File: src/hdl/etl_pkg.sv
// ----------------------------------------------------------------------------
// etl_pkg
// Types and character codes shared by the expression token lexer files.
// ----------------------------------------------------------------------------
package etl_pkg;

    localparam int TOKEN_VALUE_W = 32;

    typedef enum logic [1:0] {
        MODE_IDLE = 2'd0,
        MODE_NUM  = 2'd1,
        MODE_WORD = 2'd2
    } t_mode;

    typedef enum logic [3:0] {
        KIND_NUMBER  = 4'd0,
        KIND_OPEN    = 4'd1,
        KIND_CLOSE   = 4'd2,
        KIND_OPER    = 4'd3,
        KIND_IF      = 4'd4,
        KIND_THEN    = 4'd5,
        KIND_ELSE    = 4'd6,
        KIND_BADCHAR = 4'd7,
        KIND_BADKW   = 4'd8
    } t_kind;

    // keyword match progress inside a word
    typedef enum logic [3:0] {
        KW_NONE = 4'd0,
        KW_I    = 4'd1,
        KW_IF   = 4'd2,
        KW_T    = 4'd3,
        KW_TH   = 4'd4,
        KW_THE  = 4'd5,
        KW_THEN = 4'd6,
        KW_E    = 4'd7,
        KW_EL   = 4'd8,
        KW_ELS  = 4'd9,
        KW_ELSE = 4'd10
    } t_kw;

    typedef struct packed {
        t_kind                    kind;
        logic [TOKEN_VALUE_W-1:0] number_value;
        logic                     overflow;
        logic [7:0]               token_char;
        logic                     last;
    } t_token;

    localparam logic [7:0] CH_SPACE = 8'h20;
    localparam logic [7:0] CH_TAB   = 8'h09;
    localparam logic [7:0] CH_LF    = 8'h0A;
    localparam logic [7:0] CH_VT    = 8'h0B;
    localparam logic [7:0] CH_FF    = 8'h0C;
    localparam logic [7:0] CH_CR    = 8'h0D;
    localparam logic [7:0] CH_PLUS  = 8'h2B;
    localparam logic [7:0] CH_MINUS = 8'h2D;
    localparam logic [7:0] CH_STAR  = 8'h2A;
    localparam logic [7:0] CH_SLASH = 8'h2F;
    localparam logic [7:0] CH_DOLLAR = 8'h24;
    localparam logic [7:0] CH_LPAREN = 8'h28;
    localparam logic [7:0] CH_RPAREN = 8'h29;
    localparam logic [7:0] CH_ZERO  = 8'h30;
    localparam logic [7:0] CH_NINE  = 8'h39;
    localparam logic [7:0] CH_LC_E  = 8'h65;
    localparam logic [7:0] CH_LC_F  = 8'h66;
    localparam logic [7:0] CH_LC_H  = 8'h68;
    localparam logic [7:0] CH_LC_I  = 8'h69;
    localparam logic [7:0] CH_LC_L  = 8'h6C;
    localparam logic [7:0] CH_LC_N  = 8'h6E;
    localparam logic [7:0] CH_LC_S  = 8'h73;
    localparam logic [7:0] CH_LC_T  = 8'h74;

endpackage

File: src/hdl/etl_char_if.sv
// ----------------------------------------------------------------------------
// etl_char_if
// Character channel: one byte or an end-of-input marker per item.
// ----------------------------------------------------------------------------
interface etl_char_if;
    logic       valid;
    logic       ready;
    logic       op;
    logic [7:0] char_in;

    modport source (output valid, output op, output char_in, input ready);
    modport sink   (input valid, input op, input char_in, output ready);
endinterface

File: src/hdl/etl_tok_if.sv
// ----------------------------------------------------------------------------
// etl_tok_if
// Token channel: one lexed token per item.
// ----------------------------------------------------------------------------
interface etl_tok_if;
    logic        valid;
    logic        ready;
    logic [3:0]  kind;
    logic [31:0] number_value;
    logic        overflow;
    logic [7:0]  token_char;
    logic        last;

    modport source (output valid, output kind, output number_value, output overflow,
                    output token_char, output last, input ready);
    modport sink   (input valid, input kind, input number_value, input overflow,
                    input token_char, input last, output ready);
endinterface

File: src/hdl/expression_token_lexer_core.sv
// ----------------------------------------------------------------------------
// expression_token_lexer_core
// Byte-serial lexer for arithmetic expressions with if/then/else keywords.
// ----------------------------------------------------------------------------
// Usage:
//   i_char carries one item per byte (op = 0) or an end-of-input marker
//   (op = 1) that flushes a pending number or word. o_tok carries tokens,
//   one per item, with last set on the final token a given input item caused.
//   A token is registered in the output queue when the input item that
//   completes it is accepted. Throughput: one input item per cycle while each
//   item yields at most one token and o_tok keeps up; a byte that both ends a
//   number/word and forms a token of its own yields two tokens, which leave
//   one after the other. The rate is set by the single token per cycle of the
//   four-entry output queue: i_char.ready is high while it has room for two.
//   Reset (synchronous, active low) returns the lexer to idle between
//   tokens and empties the queue. When o_tok stalls, tokens collect in the
//   queue and i_char.ready drops once fewer than two entries are free; no
//   token is lost or repeated.
// ----------------------------------------------------------------------------
module expression_token_lexer_core #(
    parameter int VALUE_WIDTH = 32
) (
    input  logic       i_clk,
    input  logic       i_rst_n,
    etl_char_if.sink   i_char,
    etl_tok_if.source  o_tok
);

    logic            fire;
    logic            room2;
    logic [1:0]      push_n;
    etl_pkg::t_token tok0, tok1, head;

    assign i_char.ready = room2;
    assign fire         = i_char.valid && room2;

    etl_lexer #(
        .VALUE_WIDTH (VALUE_WIDTH)
    ) u_lexer (
        .i_clk     (i_clk),
        .i_rst_n   (i_rst_n),
        .i_fire    (fire),
        .i_op      (i_char.op),
        .i_char_in (i_char.char_in),
        .o_push_n  (push_n),
        .o_tok0    (tok0),
        .o_tok1    (tok1)
    );

    etl_tok_fifo u_fifo (
        .i_clk    (i_clk),
        .i_rst_n  (i_rst_n),
        .i_push_n (push_n),
        .i_tok0   (tok0),
        .i_tok1   (tok1),
        .o_room2  (room2),
        .o_valid  (o_tok.valid),
        .i_ready  (o_tok.ready),
        .o_head   (head)
    );

    assign o_tok.kind         = head.kind;
    assign o_tok.number_value = head.number_value;
    assign o_tok.overflow     = head.overflow;
    assign o_tok.token_char   = head.token_char;
    assign o_tok.last         = head.last;

endmodule

File: src/hdl/etl_lexer.sv
// ----------------------------------------------------------------------------
// etl_lexer
// Lexer state and per-byte token logic; yields up to two tokens per item.
// ----------------------------------------------------------------------------
module etl_lexer #(
    parameter int VALUE_WIDTH = 32
) (
    input  logic            i_clk,
    input  logic            i_rst_n,
    input  logic            i_fire,
    input  logic            i_op,
    input  logic [7:0]      i_char_in,
    output logic [1:0]      o_push_n,
    output etl_pkg::t_token o_tok0,
    output etl_pkg::t_token o_tok1
);

    localparam int WideW = VALUE_WIDTH + 4;
    localparam int OutW  = (VALUE_WIDTH < etl_pkg::TOKEN_VALUE_W) ? VALUE_WIDTH
                                                                  : etl_pkg::TOKEN_VALUE_W;

    etl_pkg::t_mode         r_mode, n_mode;
    logic [VALUE_WIDTH-1:0] r_acc, n_acc;
    logic                   r_ovf, n_ovf;
    etl_pkg::t_kw           r_kw, n_kw;

    logic                   is_digit, is_skip, is_wspace;
    logic [3:0]             dig;
    logic [WideW-1:0]       acc_x, prod;
    logic                   prod_ovf;

    logic                   id_emit;
    etl_pkg::t_token        id_tok;
    etl_pkg::t_mode         id_mode;
    etl_pkg::t_kw           id_kw;
    logic [VALUE_WIDTH-1:0] id_num;

    etl_pkg::t_token        fl_tok;
    logic                   use_fl, use_id;

    function automatic etl_pkg::t_kw advance_kw(etl_pkg::t_kw p, logic [7:0] c);
        etl_pkg::t_kw r;
        r = etl_pkg::KW_NONE;
        unique case (p)
            etl_pkg::KW_I:   if (c == etl_pkg::CH_LC_F) r = etl_pkg::KW_IF;
            etl_pkg::KW_T:   if (c == etl_pkg::CH_LC_H) r = etl_pkg::KW_TH;
            etl_pkg::KW_TH:  if (c == etl_pkg::CH_LC_E) r = etl_pkg::KW_THE;
            etl_pkg::KW_THE: if (c == etl_pkg::CH_LC_N) r = etl_pkg::KW_THEN;
            etl_pkg::KW_E:   if (c == etl_pkg::CH_LC_L) r = etl_pkg::KW_EL;
            etl_pkg::KW_EL:  if (c == etl_pkg::CH_LC_S) r = etl_pkg::KW_ELS;
            etl_pkg::KW_ELS: if (c == etl_pkg::CH_LC_E) r = etl_pkg::KW_ELSE;
            default:         r = etl_pkg::KW_NONE;
        endcase
        return r;
    endfunction

    assign is_digit  = (i_char_in >= etl_pkg::CH_ZERO) && (i_char_in <= etl_pkg::CH_NINE);
    assign is_skip   = (i_char_in == etl_pkg::CH_SPACE) || (i_char_in == etl_pkg::CH_LF) ||
                       (i_char_in == etl_pkg::CH_CR);
    assign is_wspace = is_skip || (i_char_in == etl_pkg::CH_TAB) ||
                       (i_char_in == etl_pkg::CH_VT) || (i_char_in == etl_pkg::CH_FF);
    assign dig       = i_char_in[3:0];

    // acc*10 + digit in a widened word; any carry into the top nibble saturates
    assign acc_x    = {4'b0000, r_acc};
    assign prod     = (acc_x << 3) + (acc_x << 1) + WideW'(dig);
    assign prod_ovf = |prod[WideW-1 -: 4];

    // byte lexed from the idle mode
    always_comb begin
        id_emit = 1'b0;
        id_tok  = '0;
        id_mode = etl_pkg::MODE_IDLE;
        id_kw   = etl_pkg::KW_NONE;
        id_num  = '0;
        priority if (is_skip) begin
            id_emit = 1'b0;
        end else if (is_digit) begin
            id_mode = etl_pkg::MODE_NUM;
            id_num  = VALUE_WIDTH'(dig);
        end else if (i_char_in == etl_pkg::CH_LPAREN) begin
            id_emit     = 1'b1;
            id_tok.kind = etl_pkg::KIND_OPEN;
        end else if (i_char_in == etl_pkg::CH_RPAREN) begin
            id_emit     = 1'b1;
            id_tok.kind = etl_pkg::KIND_CLOSE;
        end else if ((i_char_in == etl_pkg::CH_PLUS) || (i_char_in == etl_pkg::CH_MINUS) ||
                     (i_char_in == etl_pkg::CH_STAR) || (i_char_in == etl_pkg::CH_SLASH) ||
                     (i_char_in == etl_pkg::CH_DOLLAR)) begin
            id_emit           = 1'b1;
            id_tok.kind       = etl_pkg::KIND_OPER;
            id_tok.token_char = i_char_in;
        end else if (i_char_in == etl_pkg::CH_LC_I) begin
            id_mode = etl_pkg::MODE_WORD;
            id_kw   = etl_pkg::KW_I;
        end else if (i_char_in == etl_pkg::CH_LC_T) begin
            id_mode = etl_pkg::MODE_WORD;
            id_kw   = etl_pkg::KW_T;
        end else if (i_char_in == etl_pkg::CH_LC_E) begin
            id_mode = etl_pkg::MODE_WORD;
            id_kw   = etl_pkg::KW_E;
        end else begin
            id_emit           = 1'b1;
            id_tok.kind       = etl_pkg::KIND_BADCHAR;
            id_tok.token_char = i_char_in;
        end
    end

    // pending number or word as a token
    always_comb begin
        fl_tok = '0;
        if (r_mode == etl_pkg::MODE_NUM) begin
            fl_tok.kind         = etl_pkg::KIND_NUMBER;
            fl_tok.number_value = etl_pkg::TOKEN_VALUE_W'(r_acc[OutW-1:0]);
            fl_tok.overflow     = r_ovf;
        end else begin
            priority case (r_kw)
                etl_pkg::KW_IF:   fl_tok.kind = etl_pkg::KIND_IF;
                etl_pkg::KW_THEN: fl_tok.kind = etl_pkg::KIND_THEN;
                etl_pkg::KW_ELSE: fl_tok.kind = etl_pkg::KIND_ELSE;
                default:          fl_tok.kind = etl_pkg::KIND_BADKW;
            endcase
        end
    end

    always_comb begin
        n_mode = r_mode;
        n_acc  = r_acc;
        n_ovf  = r_ovf;
        n_kw   = r_kw;
        use_fl = 1'b0;
        use_id = 1'b0;
        if (i_op) begin
            use_fl = (r_mode != etl_pkg::MODE_IDLE);
            n_mode = etl_pkg::MODE_IDLE;
            n_acc  = '0;
            n_ovf  = 1'b0;
            n_kw   = etl_pkg::KW_NONE;
        end else begin
            unique case (r_mode)
                etl_pkg::MODE_NUM: begin
                    if (is_digit) begin
                        if (prod_ovf) begin
                            n_acc = {VALUE_WIDTH{1'b1}};
                            n_ovf = 1'b1;
                        end else begin
                            n_acc = prod[VALUE_WIDTH-1:0];
                        end
                    end else begin
                        use_fl = 1'b1;
                        use_id = 1'b1;
                    end
                end
                etl_pkg::MODE_WORD: begin
                    if (is_wspace) begin
                        use_fl = 1'b1;
                        use_id = 1'b1;
                    end else begin
                        n_kw = advance_kw(r_kw, i_char_in);
                    end
                end
                default: begin
                    use_id = 1'b1;
                end
            endcase
            // terminating byte is relexed from idle
            if (use_id) begin
                n_mode = id_mode;
                n_acc  = id_num;
                n_ovf  = 1'b0;
                n_kw   = id_kw;
                use_id = id_emit;
            end
        end
    end

    always_comb begin
        o_tok0      = use_fl ? fl_tok : id_tok;
        o_tok0.last = !(use_fl && use_id);
        o_tok1      = id_tok;
        o_tok1.last = 1'b1;
        o_push_n    = i_fire ? (2'(use_fl) + 2'(use_id)) : 2'd0;
    end

    always_ff @(posedge i_clk) begin
        if (!i_rst_n) begin
            r_mode <= etl_pkg::MODE_IDLE;
            r_acc  <= '0;
            r_ovf  <= 1'b0;
            r_kw   <= etl_pkg::KW_NONE;
        end else if (i_fire) begin
            r_mode <= n_mode;
            r_acc  <= n_acc;
            r_ovf  <= n_ovf;
            r_kw   <= n_kw;
        end
    end

endmodule

File: src/hdl/etl_tok_fifo.sv
// ----------------------------------------------------------------------------
// etl_tok_fifo
// Four-entry token queue; takes up to two tokens a cycle, gives one.
// ----------------------------------------------------------------------------
module etl_tok_fifo (
    input  logic            i_clk,
    input  logic            i_rst_n,
    input  logic [1:0]      i_push_n,
    input  etl_pkg::t_token i_tok0,
    input  etl_pkg::t_token i_tok1,
    output logic            o_room2,
    output logic            o_valid,
    input  logic            i_ready,
    output etl_pkg::t_token o_head
);

    localparam int Depth = 4;
    localparam int PtrW  = $clog2(Depth);
    localparam int CntW  = $clog2(Depth + 1);

    etl_pkg::t_token r_mem [Depth];
    logic [PtrW-1:0] r_wr_ptr, r_rd_ptr;
    logic [CntW-1:0] r_count;
    logic            pop;

    assign o_valid = (r_count != '0);
    assign pop     = o_valid && i_ready;
    assign o_room2 = (r_count <= CntW'(Depth - 2));
    assign o_head  = r_mem[r_rd_ptr];

    always_ff @(posedge i_clk) begin
        if (i_push_n != 2'd0) begin
            r_mem[r_wr_ptr] <= i_tok0;
        end
        if (i_push_n == 2'd2) begin
            r_mem[r_wr_ptr + PtrW'(1)] <= i_tok1;
        end
    end

    always_ff @(posedge i_clk) begin
        if (!i_rst_n) begin
            r_wr_ptr <= '0;
            r_rd_ptr <= '0;
            r_count  <= '0;
        end else begin
            r_wr_ptr <= r_wr_ptr + PtrW'(i_push_n);
            r_rd_ptr <= r_rd_ptr + PtrW'(pop);
            r_count  <= r_count + CntW'(i_push_n) - CntW'(pop);
        end
    end

    a_count_bound: assert property (@(posedge i_clk) disable iff (!i_rst_n)
        r_count <= CntW'(Depth))
        else $error("token queue count beyond depth");

    a_count_track: assert property (@(posedge i_clk)
        i_rst_n |=> (!i_rst_n ||
                     r_count == $past(r_count) + CntW'($past(i_push_n)) - CntW'($past(pop))))
        else $error("token queue count out of step with push and pop");

    a_ptr_match: assert property (@(posedge i_clk) disable iff (!i_rst_n)
        PtrW'(r_wr_ptr - r_rd_ptr) == r_count[PtrW-1:0])
        else $error("token queue pointers disagree with count");

endmodule

File: src/flat_wrapper.sv
// flat-port wrapper written by rule: the top's interface ports become plain ports
module expression_token_lexer_core_flat 
#(
    parameter int VALUE_WIDTH = 32
)
  (i_clk, i_rst_n, i_char_valid, i_char_op, i_char_char_in, i_char_ready, o_tok_valid, o_tok_kind, o_tok_number_value, o_tok_overflow, o_tok_token_char, o_tok_last, o_tok_ready);
  etl_char_if i_char_i ();
  etl_tok_if o_tok_i ();
  input  logic i_clk;
  input  logic i_rst_n;
  input wire logic [$bits(i_char_i.valid)-1:0] i_char_valid;
  input wire logic [$bits(i_char_i.op)-1:0] i_char_op;
  input wire logic [$bits(i_char_i.char_in)-1:0] i_char_char_in;
  output wire logic [$bits(i_char_i.ready)-1:0] i_char_ready;
  output wire logic [$bits(o_tok_i.valid)-1:0] o_tok_valid;
  output wire logic [$bits(o_tok_i.kind)-1:0] o_tok_kind;
  output wire logic [$bits(o_tok_i.number_value)-1:0] o_tok_number_value;
  output wire logic [$bits(o_tok_i.overflow)-1:0] o_tok_overflow;
  output wire logic [$bits(o_tok_i.token_char)-1:0] o_tok_token_char;
  output wire logic [$bits(o_tok_i.last)-1:0] o_tok_last;
  input wire logic [$bits(o_tok_i.ready)-1:0] o_tok_ready;
  assign i_char_i.valid = i_char_valid;
  assign i_char_i.op = i_char_op;
  assign i_char_i.char_in = i_char_char_in;
  assign i_char_ready = i_char_i.ready;
  assign o_tok_valid = o_tok_i.valid;
  assign o_tok_kind = o_tok_i.kind;
  assign o_tok_number_value = o_tok_i.number_value;
  assign o_tok_overflow = o_tok_i.overflow;
  assign o_tok_token_char = o_tok_i.token_char;
  assign o_tok_last = o_tok_i.last;
  assign o_tok_i.ready = o_tok_ready;
  expression_token_lexer_core #(.VALUE_WIDTH(VALUE_WIDTH)) u_core (.i_clk(i_clk), .i_rst_n(i_rst_n), .i_char(i_char_i), .o_tok(o_tok_i));
endmodule
File: config.mk
export PLATFORM = sky130hd
export DESIGN_NAME = expression_token_lexer_core_flat
export DESIGN_NICKNAME = d
export VERILOG_FILES = /design/src/hdl/etl_pkg.sv /design/src/hdl/etl_char_if.sv /design/src/hdl/etl_tok_if.sv /design/src/hdl/expression_token_lexer_core.sv /design/src/hdl/etl_lexer.sv /design/src/hdl/etl_tok_fifo.sv /design/src/flat_wrapper.sv
export SDC_FILE = /design/constraint.sdc
export NUM_CORES = 1
export LEC_CHECK = 0
export CAP_MARGIN = 20
export CORE_MARGIN = 2
export CORE_UTILIZATION = 64
export DETAILED_ROUTE_END_ITERATION = 6
export DONT_BUFFER_PORTS = 1
export PLACE_DENSITY = 0.8
export SLEW_MARGIN = 40
export SYNTH_ARGS = -nofsm -noshare
export SYNTH_HDL_FRONTEND = slang
export SYNTH_SLANG_ARGS = --single-unit
File: constraint.sdc
create_clock -name i_clk -period 6.65 [get_ports i_clk]
set_input_delay 0.3325 -clock i_clk [delete_from_list [all_inputs] [get_ports i_clk]]
set_output_delay 0.3325 -clock i_clk [all_outputs]
set_load 0.1 [all_outputs]
# Yosys cells after proc, flatten, opt, wreduce, memory -nomap -nowiden
# Memory sizes are Yosys's and may differ from the RTL's. A register that Yosys moved wholly into a read port is not among the register bits.
# Index checks and enable logic that the tools add are counted.
# Widths: inputs -> output; s select.
# word_totals
reg_bits,46
mem_bits_rw,184
in_bits,13
word_cells,165
memories,1
# op_classes
n_addsub,8
n_lt_le_gt_ge,3
n_eq_ne,35
mux,84
n_reduce_logical,27
# mem_list
name,depth,width,rd,rd_ports_with_merged_regs,wr,line_no,text
u_core.u_fifo.r_mem,4,46,1,1,2,etl_tok_fifo.sv:21,etl_pkg::t_token r_mem [Depth];
# op_table
operator,n
$mux 32,5
$eq 8x6->1 const B,8
$eq 8x7->1 const B,8
$mux 8,8
$mux 3,18
$mux 46,1
$mux 4,11
$eq 8x4->1 const B,5
$add 35x33->36,1
$add 36x4->36,1
$mux 33,1
$pmux 4 s7,1
$mux 2,13
$mux 1,23
$eq 4x3->1 const B,4
$reduce_bool 3->1,5
$eq 4x4->1 const B,3
$pmux 4 s3,1
$logic_or 1x1->1,9
$eq 4x2->1 const B,2
$ge 8x6->1 const B,1
$le 8x6->1 const B,1
$reduce_and 3->1,2
$reduce_bool 2->1,3
other kinds (17),22

# Logic depth before layout (Yosys ltp)
# Gate-level depths: netlist of run 1.
# logic_depth
word_depth,17
depth_mapped,16

# Cells and area by module
# A second synthesis of run 1 with hierarchy kept.
# unflattened
cells_unflattened,1144
hier_area_um2,14813.0
# by_module_without_submodules
module,n_inst,cells_each,area_each_um2,seq_area_each_um2
etl_tok_fifo,1,490,9813.2,5665.4
etl_lexer,1,653,4993.5,780.7
expression_token_lexer_core,1,1,6.3,0.0

# Worst setup path before layout of run 1
# OpenSTA, ideal clock, no wires.
# synth_path
path_type,register -> register
from,register u_core.u_fifo.r_count[0]
to,"memory u_core.u_fifo.r_mem[1][1] in the netlist's numbering, enable pin"
setup_ps,339
arrival_ps,3598
path_slack_ps,2713
stages_incl_launch_ff,9
path_buffers,3
path_cell_list,dfxtp_1 > a21oi_1 > nand2_1 > or3_1 > buf_1 > and2_1 > clkbuf_1 > clkbuf_1 > inv_1
# synth_rtl
item,line_no,text
start: declaration,etl_tok_fifo.sv:23,logic [CntW-1:0] r_count;
start signal: assignment,etl_tok_fifo.sv:48,r_count <= r_count + CntW'(i_push_n) - CntW'(pop);
end: declaration,etl_tok_fifo.sv:21,

==> impl_metrics.ini, run 1 <==
[status]
outcome = complete, no violations

[timing]
period_share_pct = 65.9
worstMarginPinSlew_ns = 0.773
fin_skew_ns = 0.00691
fmax_mhz = 228
fin_crit_ns = 4.38
drv_slew = 0
rsz0062_at_grt = false
relSlewSlack_pct = 48.0
setup_viol = 0
fin_setup_tns_ns = 0
hold_viol_final = 0

[critical_path]
r2r-start = u_core.u_lexer.r_mode[1]
timing.rr.end = u_core.u_fifo.r_mem[1][2]
crit_start = u_core.u_lexer.r_mode[1]
worstPathCellList = inv_1 -> ha_1 -> and2_2 -> nor3b_1 -> inv_1 -> and3_1 -> ha_1 -> nor2_1 -> or3_1 -> and2_1 -> buf_4 -> inv_1
cp.depth = 12
crit_top_cell = inv_1
cp_slowest_cell = nor3b_1
slowest_delay_ns = 0.66
crit_family = simple AND/OR/NAND/NOR gates
crit_buf_inv = 4
critical_path_class = reg2reg
worstSetupStartpointType = flop
critPathCapture = u_core.u_fifo.r_mem[1][2]
endpoint_kind = flop
arrival_ns = 4.54
cp.required_ns = 6.81
reg2regPathDepth = 12
r2r_slack_ns = 2.27
cp_max_fo = 34

[yosys]
synth_compound_area_share_pct = 21.5
synth_xor_area_share_pct = 2.35
synthArstFlopShare_pct = 0
yosys_warnings = 0
syn_area_mm2 = 0.0119
synth_edf_count = 44
synth_flop_cell = dfxtp_1
synth-simple-area-share_pct = 13.2
synth_mux_area_share_pct = 9.11
synth_top_family_by_area = compound AO/OA/AOI/OAI gates
synth_seq_cells = 230
syn_area_per_cell_um2 = 10.4
ys_seq_area_share_pct = 42.3
syn-num-nets = 1233
postSynthCellCount = 1145
ys_types = 77
yosys.area_share.adder_pct = 8.05

[global_routing]
antenna_found_initial = 0
grt_max_degree = 48
grt_pass1_vias = 9163
grt.overflow.total = 0
grt_pass1_wl_um = 49200
track_usage_pct = 30.8

[finish]
stdcell_count = 1360
nets = 1202
fin_util_pct = 71.4
fillCellCount = 1287
n_antenna_cell = 0
syn_to_final_growth_pct = 8.54
layout-drive-gt1-share_pct = 11.1

[clocking]
cts-resized-gates = 0
root_buffer = clkbuf_16
clock_sinks = 230
clk_pin_slew_worst_paths_ns = 0.06
cts_max_level = 1
clock_path_buffers = 3
cts_tree = done
clk_latency_ns = 0.52
cts_buffers = 23

[detailed_routing]
wl_met1_um = 13100
ant_nets = 0
via_per_inst = 6.89
via_count = 9368
route.top_layer_used = met4
drc = 0
dr_wl_met3_um = 2870
drtPass1Iterations = 5
wl_um = 30600
drtIter0Drc = 898
wl_met2_um = 14000
routedWlPerCell_um = 22.5

[job]
drv_cap = 0

[die]
initial_utilization_pct = 65.7
pin_count = 61
dieWidth_um = 141
core_area_mm2 = 0.0181
dieArea_mm2 = 0.0197
die_h_um = 141
row_count = 49

[power_and_ir_drop]
ir_worst_vdd_v = 0.000207
leakage_nw = 5.09
cellPowerDensity_mw_per_mm2 = 281

[placement]
dp_hpwl_um = 20300
port-buffer-count = 0
gp_congestion = 0.914
dp_cells = 1315

[min_path]
hold_class = in2reg
per-stage QoR:
stage	hold WS, ns	area (µm²)	total power [W]	setup WS, ns
after global placement	0.435	12000	0.00226	2.40
final	0.0110	12900	0.00364	2.27
after global routing	0.00520	12900	0.00376	2.02
after floorplan	0.420	11900	0.00216	2.71
after CTS	0.00215	12900	0.00365	2.34
after detailed placement	0.459	12100	0.00229	2.30
state kept, by name (all words and copies together), names as in the netlist:
| name | flops |
|---|---|
| u_core.u_fifo.r_rd_ptr | 2 |
| u_core.u_fifo.r_wr_ptr | 2 |
| u_core.u_lexer.r_kw | 4 |
| u_core.u_fifo.r_mem | 184 |
| u_core.u_lexer.r_ovf | 1 |
| u_core.u_lexer.r_mode | 2 |
| u_core.u_lexer.r_acc | 32 |
| u_core.u_fifo.r_count | 3 |
layer usage:
metal | track usage, % | vias to the layer above
li1 | - | 4306
met1 | 44.6 | 4539
met2 | 48.0 | 465
met3 | 5.88 | 58
met4 | 8.26 | 0
met5 | 0 | -
synthesized netlist by cell type, types with 3 or more instances:
cell,instances,area [µm²]
nor3_1,20,100
nand2b_1,16,100
fa_1,3,60.1
nand3b_1,5,37.5
o21ai_0,45,225
a21oi_1,55,275
or3_1,15,93.8
a21o_1,13,97.6
a22oi_1,5,37.5
nand4_1,7,43.8
nor3b_1,3,22.5
a311oi_1,3,26.3
a211oi_1,7,52.6
dfxtp_1,186,3720
clkbuf_1,43,161
o21ai_1,3,15.0
inv_1,24,90.1
xnor2_1,25,219
o32a_1,3,30.0
and3_1,9,56.3
o21a_1,8,60.1
ha_1,72,901
a31oi_1,3,18.8
edfxtp_1,44,1320
mux2i_1,4,40.0
o31ai_1,5,37.5
nor2_1,84,315
nand2_1,83,312
nor2b_1,7,43.8
o211ai_1,28,210
o22ai_1,14,87.6
buf_6,3,33.8
xor2_1,7,61.3
and2_1,11,68.8
nor4_1,7,43.8
a22o_1,133,1160
buf_2,21,105
nor2_4,4,45.0
mux4_2,46,1040
buf_1,6,22.5
nand3_1,19,95.1
worst min path at each step:
stage	from	end	slack, ns	depth (start not counted)
6_report	i_rst_n	u_core.u_lexer.r_ovf	0.01	2
3_5_place_dp	u_core.u_fifo.r_mem[3][20]	u_core.u_fifo.r_mem[3][20]	0.46	1
2_1_floorplan	u_core.u_fifo.r_mem[2][45]	u_core.u_fifo.r_mem[2][45]	0.42	2
5_1_grt	i_rst_n	u_core.u_lexer.r_acc[0]	0.005	2
3_3_place_gp	u_core.u_fifo.r_mem[2][45]	u_core.u_fifo.r_mem[2][45]	0.43	2
4_1_cts	i_char_op	u_core.u_lexer.r_kw[2]	0.002	2
power breakdown:
| group | switching, W | internal [W] |
|---|---|---|
| combinational | 0.000540 | 0.000216 |
| clock | 0.000549 | 0.000830 |
| sequential | 0.0000488 | 0.00146 |
| total | 0.00114 | 0.00250 |
timing repair:
item,in CTS,in global routing
hold endpoints to repair,7,1
buffers inserted,0,0
hold buffers,2,1
layout make-up:
class | instances | area (µm²) | area share (%)
Inverter | 25 | 93.8 | 0.725
Clock inverter | 11 | 164 | 1.27
Timing Repair Buffer | 17 | 226 | 1.75
Multi-Input combinational cell | 817 | 6490 | 50.1
Clock buffer | 31 | 637 | 4.92
Tap cell | 229 | 287 | 2.21
Sequential cell | 230 | 5050 | 39.0
cells in the final DEF, fill, tap and decap left out, types with 8 or more instances in the layout:
master,count
clkbuf_16,24
nand3_1,18
mux4_2,46
nand2b_1,16
xnor2_1,25
ha_1,72
o211ai_1,28
inv_1,24
dfxtp_1,184
nor2_1,83
o21ai_0,45
edfxtp_1,44
nor3_1,20
or3_1,14
and3_1,9
o21a_1,8
o22ai_1,14
a21oi_1,54
a21o_1,13
and2_1,11
nand2_1,83
a22o_1,133
cells by family after synthesis:
| logic type | Yosys count |
|---|---|
| AO/OA/AOI/OAI | 347 |
| AND/OR/NAND/NOR | 312 |
| flip-flops | 230 |
| buffers and inverters | 98 |
| adder cells (fa/ha/maj) | 75 |
| multiplexers | 51 |
| XOR/XNOR | 32 |
Note: power is estimated with default switching activity, not from simulation.
==> run 2: changes to the inputs <==
CORE_UTILIZATION = 58   (was 64)
PLACE_DENSITY = 0.76   (was 0.8)
clock period = 3.6 ns   (was 6.65 ns; I/O delays follow)
==> run 2 against run 1 <==
  * Routed wire length decreased by 1.6%
  * Cell area rose by 2.1%
  * Sequential cell count stayed put
  * Critical endpoint is now u_core.u_fifo.r_mem[1][31]
  * Largest cell class unchanged
  * Highest routed layer unchanged
==> impl_metrics.ini, run 2 (synthesis gave the netlist of run 1 again) <==
[status]
outcome = complete, no violations

[clocking]
post-cts-setup-buffers = 0
cts_tree = done
clock_sinks = 230
cts_max_level = 1
clk_latency_ns = 0.53
clock_path_buffers = 3
root_buffer = clkbuf_16
cts_buffers = 24
clk_pin_slew_worst_paths_ns = 0.06

[finish]
largest_registers = u_core.u_fifo.r_mem (184), u_core.u_lexer.r_acc (32), u_core.u_lexer.r_kw (4)
layout-drive-gt1-share_pct = 13.8
final_common_cell = dfxtp_1
layout_common_cells = dfxtp_1, a22o_1, nand2_1, nor2_1, ha_1
syn_to_final_growth_pct = 10.8
nets = 1229
n_antenna_cell = 0
top_register = u_core.u_fifo.r_mem
largest_reg_flops = 184
fillCellCount = 1550

[critical_path]
timing.rr.end = u_core.u_fifo.r_mem[1][31]
endpoint_kind = flop
r2r-start = u_core.u_lexer.r_mode[1]
arrival_ns = 3.80
r2r_slack_ns = 0.21
worstSetupStartpointType = primary input
critical_path_class = in2reg
cp.required_ns = 4.01
reg2regPathDepth = 12
cp_max_fo = 33

[detailed_routing]
drtPass1Iterations = 5
via_per_inst = 6.56
routedWlPerCell_um = 21.1
dr_wl_met3_um = 2490
drc = 0
ant_nets = 0
wl_met1_um = 13000
drtIter0Drc = 903
wl_um = 30100
via_count = 9369
route.top_layer_used = met4
wl_met2_um = 13900

[min_path]
hold_start = i_char_op
holdPathEnd = u_core.u_lexer.r_acc[3]
whs_path_depth = 4
hold_class = in2reg

[timing]
worstMarginPinSlew_ns = 0.858
drv_slew = 0
fmax_mhz = 294
fin_skew_ns = 0.0156
fin_setup_tns_ns = 0
setup_viol = 0
rsz0062_at_grt = false
period_share_pct = 94.3
relSlewSlack_pct = 42.7
setup_ws_ns = 0.204
fin_crit_ns = 3.40
timing.hold.ws_ns = 0.0143
hold_viol_final = 0

[global_routing]
grt_max_degree = 36
grt.overflow.total = 0
track_usage_pct = 27.6
antenna_found_initial = 0
grt_pass1_vias = 8950
grt_pass1_wl_um = 48300

[die]
pin_count = 61
die_h_um = 147
dieWidth_um = 147
initial_utilization_pct = 59.0
dieArea_mm2 = 0.0217
row_count = 52
core_area_mm2 = 0.0202

[job]
drv_cap = 0

[placement]
port-buffer-count = 0
post-place-ws_ns = 0.134
dp_hpwl_um = 20400
gp_congestion = 0.959

[power_and_ir_drop]
p_comb_share_pct = 20.5
p_int_w = 0.00455
p_switching_w = 0.00214
swShare_pct = 32.0
cellPowerDensity_mw_per_mm2 = 506
ir_worst_vdd_v = 0.000392
leakage_nw = 5.21
pwr-share-clk_pct = 37.4
seq_power_share_pct = 42.1
## run 2: worst max-delay path by stage
stage,from,to,slack [ns],cells after the start
2_1_floorplan,i_char_char_in[0],u_core.u_fifo.r_mem[1][1],0.06,15
3_3_place_gp,i_char_char_in[0],u_core.u_fifo.r_count[2],0.19,13
4_1_cts,u_core.u_lexer.r_mode[1],u_core.u_fifo.r_mem[1][10],0.11,12
3_5_place_dp,i_char_char_in[0],u_core.u_fifo.r_count[2],0.13,13
6_report,i_char_char_in[7],u_core.u_fifo.r_mem[1][31],0.20,13
5_1_grt,u_core.u_lexer.r_acc[20],u_core.u_lexer.r_acc[29],0.02,11
## run 2: final cells by class
class | count | area (µm²) | share of cell area [%]
clock buffers | 31 | 689 | 5.22
clock inverters | 13 | 124 | 0.937
inverters | 25 | 93.8 | 0.710
multi-input cells | 817 | 6510 | 49.3
flip-flops and latches | 230 | 5060 | 38.2
well taps | 270 | 338 | 2.56
repair buffers | 43 | 407 | 3.08
## run 2: worst max-delay path, cell delays in order
cell and delay, ns:
dlygate4sd3_1 0.56, inv_1 0.21, nand4_1 0.16, and2_2 0.27, nor3b_4 0.34, inv_1 0.09
and3_1 0.20, ha_2 0.44, nor2_1 0.09, or3_1 0.47, and2_1 0.20, buf_4 0.28
a22o_1 0.29
## run 2: repair_timing
action                                  4_1_cts  5_1_grt
hold buffers                                  7        0
endpoints found under the setup margin        0       69
endpoints found under the hold margin        26        0
gates resized for setup                       0       14
## run 2: metrics by stage
step	instances	utilization, %	area, µm²	power (W)
floorplan	1145	-	11900	0.00399
global placement	1378	60.8	12300	0.00421
detailed placement	1378	60.8	12300	0.00424
CTS	1429	65.1	13200	0.00672
global route	1429	65.3	13200	0.00691
finish	1429	65.3	13200	0.00669
## run 2: per-layer routing
metal	vias to the layer above	track usage [%]
li1	4366	-
met1	4550	39.1
met2	400	44.5
met3	53	4.75
met4	0	7.07
met5	-	0
## run 2: power by group through the flow
stage / combinational, W / sequential (W) / clock (W)
2_1_floorplan: 0.00121 / 0.00279 / 0
6_report: 0.00137 / 0.00282 / 0.00251
3_5_place_dp: 0.00136 / 0.00287 / 0
3_3_place_gp: 0.00135 / 0.00287 / 0
5_1_grt: 0.00146 / 0.00283 / 0.00262
4_1_cts: 0.00138 / 0.00281 / 0.00253
